`config.mk`:
```
export PLATFORM = sky130hd
export DESIGN_NAME = mhpq_cell
export DESIGN_NICKNAME = d
export VERILOG_FILES = /design/src/sv/mhpq_pkg.sv /design/src/sv/mhpq_cell.sv
export SDC_FILE = /design/constraint.sdc
export NUM_CORES = 1
export LEC_CHECK = 0
export BUFFER_PORTS_ARGS = -buffer_cell sky130_fd_sc_hd__buf_2
export CORE_ASPECT_RATIO = 1.2
export CORE_MARGIN = 2
export CORE_UTILIZATION = 40
export DETAILED_ROUTE_END_ITERATION = 12
export HOLD_SLACK_MARGIN = 0.05
export PLACE_DENSITY = 0.71
export SYNTH_ARGS = -nofsm -noshare
export SYNTH_HDL_FRONTEND = slang
export SYNTH_SLANG_ARGS = --single-unit
export TNS_END_PERCENT = 10
```
`constraint.sdc`:
```
create_clock -name clk_i -period 4.8 [get_ports clk_i]
set_input_delay 0.48 -clock clk_i [delete_from_list [all_inputs] [get_ports clk_i]]
set_output_delay 0.48 -clock clk_i [all_outputs]
set_load 0.01 [all_outputs]
```
`src/sv/mhpq_pkg.sv`:
```
// Shared types and codes for the max-heap priority queue.
`default_nettype none
package mhpq_pkg;

  localparam int unsigned DataW = 32;

  // action codes
  localparam logic ACT_INSERT = 1'b0;
  localparam logic ACT_REMOVE = 1'b1;

  // status codes
  localparam logic [1:0] STATUS_DONE  = 2'd0;
  localparam logic [1:0] STATUS_FULL  = 2'd1;
  localparam logic [1:0] STATUS_EMPTY = 2'd2;

  // what a cell shows its neighbors
  typedef struct packed {
    logic                    vld;
    logic                    ge;    // holds a value >= the one being inserted
    logic signed [DataW-1:0] data;
  } link_t;

  // broadcast to every cell
  typedef struct packed {
    logic                    shift_in;   // insert: open a slot, shift right
    logic                    shift_out;  // remove: shift left
    logic signed [DataW-1:0] value;
  } ctrl_t;

endpackage
`default_nettype wire

```
`src/sv/mhpq_cell.sv`:
```
// One slot of the sorted shift chain: holds one value and its valid bit.
`default_nettype none
module mhpq_cell (
  input  logic            clk_i,
  input  logic            rst_ni,
  input  mhpq_pkg::ctrl_t ctrl_i,
  input  mhpq_pkg::link_t left_i,
  input  mhpq_pkg::link_t right_i,
  output mhpq_pkg::link_t link_o
);
  import mhpq_pkg::*;

  logic                    vld_q;
  logic signed [DataW-1:0] data_q;
  logic                    ge;

  assign ge = vld_q && (data_q >= ctrl_i.value);

  assign link_o.vld  = vld_q;
  assign link_o.ge   = ge;
  assign link_o.data = data_q;

  always_ff @(posedge clk_i or negedge rst_ni) begin
    if (!rst_ni) begin
      vld_q <= 1'b0;
    end else if (ctrl_i.shift_in && !ge) begin
      vld_q <= left_i.ge ? 1'b1 : left_i.vld;
    end else if (ctrl_i.shift_out) begin
      vld_q <= right_i.vld;
    end
  end

  always_ff @(posedge clk_i) begin
    if (ctrl_i.shift_in && !ge) begin
      data_q <= left_i.ge ? ctrl_i.value : left_i.data;
    end else if (ctrl_i.shift_out) begin
      data_q <= right_i.data;
    end
  end

endmodule
`default_nettype wire

```
# After elaboration in Yosys (flattened, before gate mapping)

Cells that the tools add are included.

Order comparisons: 1
Muxes and demuxes: 6
Reduce and logical (&&, ||, !) cells: 4

Operators by type and width:

| kind                               | number |
|---|---|
| 2-to-1 mux 32 bit                  | 3 |
| greater-or-equal comparator 32 bit | 1 |
| 2-to-1 mux 1 bit                   | 3 |
| logical AND 1 bit                  | 2 |
| nonzero test 2 bit                 | 1 |
| zero test 1 bit                    | 1 |

Flip-flop bits (word level): 33
Output and inout bits: 34
Word-level logic and storage cells: 13

# Longest topological paths before layout

Word-level depth: 5
Depth in mapped cells: 10
Mapped depth without buffers: 9

# Worst setup path after synthesis

Ideal clock, no wire load.

Path kind: input port to flip-flop
From: input port ctrl_i[31] (netlist name)
To: register data_q[0], enable pin
Library setup time: 0.483 ns
Data arrival time: 2.854 ns
Setup slack: 1.462 ns
Stages: 9
Path through: inv_1 ha_1 nand4_4 nor4_4 nor3b_2 a2111oi_2 a221oi_4 buf_6 nand2b_1

Cells in the longest elaborated chain, start to end: 5

RTL lines:

| item                                | line            | text |
|---|---|---|
| from (decl)                         | mhpq_cell.sv:6  | `input mhpq_pkg::ctrl_t ctrl_i,` |
| greater-or-equal comparator 32 bit  | mhpq_cell.sv:17 | `assign ge = vld_q && (data_q >= ctrl_i.value);` |
| logical AND 1 bit                   | mhpq_cell.sv:17 |  |
| zero test 1 bit                     | mhpq_cell.sv:34 | `if (ctrl_i.shift_in && !ge) begin` |
| logical AND 1 bit                   | mhpq_cell.sv:34 |  |
| nonzero test 2 bit (no source line) | -               |  |
| to (signal assigned)                | mhpq_cell.sv:35 | `data_q <= left_i.ge ? ctrl_i.value : left_i.data;` |
| to (signal assigned)                | mhpq_cell.sv:37 | `data_q <= right_i.data;` |
| to (decl)                           | mhpq_cell.sv:14 | `logic signed [DataW-1:0] data_q;` |

Every way passes these cells.
A chain may end at the register's enable or synchronous reset.

# Final worst setup path

From: register data_q[25]
To: register data_q[2], data pin

Cells in the longest elaborated chain, start to end: 5

RTL lines:

| item                               | line |
|---|---|
| greater-or-equal comparator 32 bit | mhpq_cell.sv:17 |
| logical AND 1 bit                  | mhpq_cell.sv:17 |
| zero test 1 bit                    | mhpq_cell.sv:34 |
| logical AND 1 bit                  | mhpq_cell.sv:34 |
| 2-to-1 mux 32 bit                  | mhpq_cell.sv:34 |

Every way passes these cells.

==> impl_metrics.csv <==
group,metric,value,unit
setup_path,criticalPathCategory,"flop to flop",
setup_path,cp.required,4.83,ns
timing,grt_setup_unrepaired,"no",
logic_synthesis,synthArstFlopShare,3.03,%
min_path,hold_depth,3,
floorplanning,dieWidth,80.8,um
min_path,holdPathEnd,"vld_q$_DFFE_PN0P_",
timing,min_period_over_period,64.2,%
routing,wl_per_cell,13.9,um
setup_path,worstReg2RegEnd,"data_q[2]$_DFFE_PP_",
finish,syn2layout_area_growth,30.4,%
logic_synthesis,synthDistinctLibCells,33,
floorplanning,num_rows,33,
floorplanning,die_area,7760,sq um
pwr,combPwrFrac,51.6,%
logic_synthesis,synth_area_leaders,"edfxtp_1 34%, mux2_4 15%, mux2_2 14%, ha_1 14%, inv_1 4.8%",
timing,slew_headroom,45.1,%
setup_path,endpoint_kind,"flop",
pwr,p_clk_share,15.8,%
logic_synthesis,synth_top_area_share,34.0,%
floorplanning,fp.coreArea,6850,sq um
finish,drive_gt1_share,56.9,%
routing,postRouteAntennaNets,0,
global_route,grt_max_degree,34,
cts,clkLatencyLatePin,0.28,ns
timing,maxSlewViolCount,0,
pwr,power_frac_seq,32.6,%
setup_path,startpoint_type,"flop",
setup_path,reg2reg_setup_slack,1.72,ns
routing,wl,6430,um
min_path,hp-start,"left_i[33]",
global_route,grt-ovfl-total,0,
cts,htree_levels,2,
setup_path,ff2ff_path_depth,8,
global_route,busiest_layer,"met2",
timing,finalSetupTns,0,ns
pwr,total_power,0.00163,W
job,maxCapViolCount,0,
placed_design,dpl.hpwl,5300,um
cts,clk_pin_slew_worst_paths,0.08,ns
logic_synthesis,synth_edf_count,32,
timing,skew,0.00684,ns
floorplanning,num_io_pins,138,
cts,clockBufferDepth,2,
logic_synthesis,ys_seq_elements,33,
cts,clock_sinks,33,
cts,tritoncts,"yes",
timing,fmax,324,MHz
global_route,met2_usage,33.5,%
finish,final_nets,511,
floorplanning,start_util,41.3,%
global_route,grtUsageTotal,16.9,%
setup_path,worstPathMaxFanout,23,
global_route,use_met1,17.8,%
setup_path,reg2reg_from,"data_q[25]$_DFFE_PP_",
logic_synthesis,ys_seq_area_share,34.9,%
placed_design,port_buffers,136,
global_route,met3_usage,3.56,%
routing,firstDrtPassIters,4,
routing,via_per_inst,4.97,
cts,clock-root-buffer,"clkbuf_8",
timing,min_period,3.08,ns
routing,drtIter0Drc,34,
placed_design,place_congestion,0.734,
global_route,antenna_found_initial,0,
finish,diodes,0,
global_route,grt_pass1_vias,2265,
pwr,swShare,36.0,%
min_path,hp-class,"input port to flop",
logic_synthesis,ys_warn_count,0,
cts,cts_made_buffers,5,
pwr,max-vdd-ir-drop,205,uV
pwr,p_int,0.00105,W
cts,postCtsSetupRepairBufs,0,
routing,vias,2299,
logic_synthesis,syn_area,2830,sq um
routing,drc,0,
logic_synthesis,syn-num-nets,374,
status,outcome,"completed",
timing,setup_viol,0,
logic_synthesis,syn_inst,238,
setup_path,worstPathArrival,3.12,ns
pwr,p_leak,1.89,nW
pwr,powerDensity,443,nW/um^2
timing,hold_violations,0,
logic_synthesis,synth_ff_type,"edfxtp_1",
global_route,grt_pass1_wl,10100,um
timing,tightest_slew,0.823,ns
floorplanning,die_height,96.1,um
pwr,power_switching,0.000588,W
logic_synthesis,avgSynthCellArea,11.9,sq um
logic_synthesis,synth_top_area_cell,"edfxtp_1",
==> timing repair <==
| item | 4_1_cts | 5_1_grt |
|---|---|---|
| resized for setup | 0 | 0 |
| endpoints found under the hold margin | 1 | 0 |
| hold buffers | 1 | 0 |
==> power groups by stage <==
stage / Sequential [W] / Combinational (W) / Clock, W
5_1_grt: 0.000547 / 0.000934 / 0.000277
6_report: 0.000531 / 0.000843 / 0.000259
4_1_cts: 0.000534 / 0.000863 / 0.000265
3_3_place_gp: 0.000532 / 0.000842 / 0
2_1_floorplan: 0.000586 / 0.000566 / 0
3_5_place_dp: 0.000540 / 0.000859 / 0
==> metrics by stage <==
step	std cells	utilization [%]	cell area (sq um)	hold WS (ns)	worst slack (ns)
CTS	463	53.8	3690	0.472	1.65
finish	463	53.8	3690	0.463	1.72
floorplan	238	-	2830	0.184	1.46
detailed placement	454	52.1	3570	0.256	1.44
global placement	454	52.1	3570	0.255	1.52
global route	463	53.8	3690	0.473	1.46
==> Yosys cell counts, types with 3 or more instances <==
library cell and instances:
buf_6 3, inv_1 36, mux2_2 36, mux2_4 28, nand2_1 10, o21ai_0 4
a21oi_1 17, nand3_1 5, ha_1 32, nand4_1 6, edfxtp_1 32, clkbuf_1 4
==> worst max-delay path, stage by stage, from the launching register on <==
cell and delay, ns:
edfxtp_1 0.41, ha_1 0.31, nand4_1 0.25, nor4_4 0.40
nor3b_2 0.28, a2111oi_2 0.10, a221oi_4 0.25, buf_4 0.42
mux2_2 0.38
==> cells by family after synthesis <==
group                    count (synthesis)  share of synthesized area (%)
AND/OR/NAND/NOR                         33                           7.30
buffers and inverters                   45                           7.03
flip-flops                              33                           34.9
XOR/XNOR                                 1                          0.310
multiplexers                            66                           29.9
AO/OA/AOI/OAI                           28                           6.46
adder cells (fa/ha/maj)                 32                           14.2
==> cell type report <==
type / count / area [sq um]
Sequential cell: 33 / 986
Clock buffer: 6 / 72.6
Multi-Input combinational cell: 160 / 1650
Clock inverter: 2 / 33.8
Timing Repair Buffer: 139 / 706
Inverter: 36 / 135
Tap cell: 87 / 109
Fill cell: 644 / 3170
==> worst max-delay path by stage <==
stage,depth (start not counted),startpoint,end
final,8,data_q[25]$_DFFE_PP_,data_q[2]$_DFFE_PP_
after global routing,8,data_q[27]$_DFFE_PP_,data_q[1]$_DFFE_PP_
after CTS,8,data_q[25]$_DFFE_PP_,data_q[1]$_DFFE_PP_
after detailed placement,10,ctrl_i[27],data_q[1]$_DFFE_PP_
after global placement,10,ctrl_i[27],data_q[2]$_DFFE_PP_
after floorplan,9,ctrl_i[31],data_q[0]$_DFFE_PP_
==> per-layer routing <==
metal	share of wire (%)	routed length [um]
met1	37	2390
met2	56	3610
met3	5.4	350
met4	1.3	81
met5	0	0
==> layout by cell type (no fill, tap or decap), types with 2 or more instances in the layout <==
cell,instances
buf_2,136
inv_1,36
mux2_2,36
ha_1,32
edfxtp_1,32
mux2_4,28
a21oi_1,17
nand2_1,10
nand4_1,6
nand3_1,5
clkbuf_8,5
o21ai_0,4
nor3_1,2
nor2_1,2
mux2i_1,2
buf_4,2
==> state kept, by name (all words and copies together) (netlist names) <==
register  flops
data_q       32
vld_q         1
(Power assumes the default switching activity.)
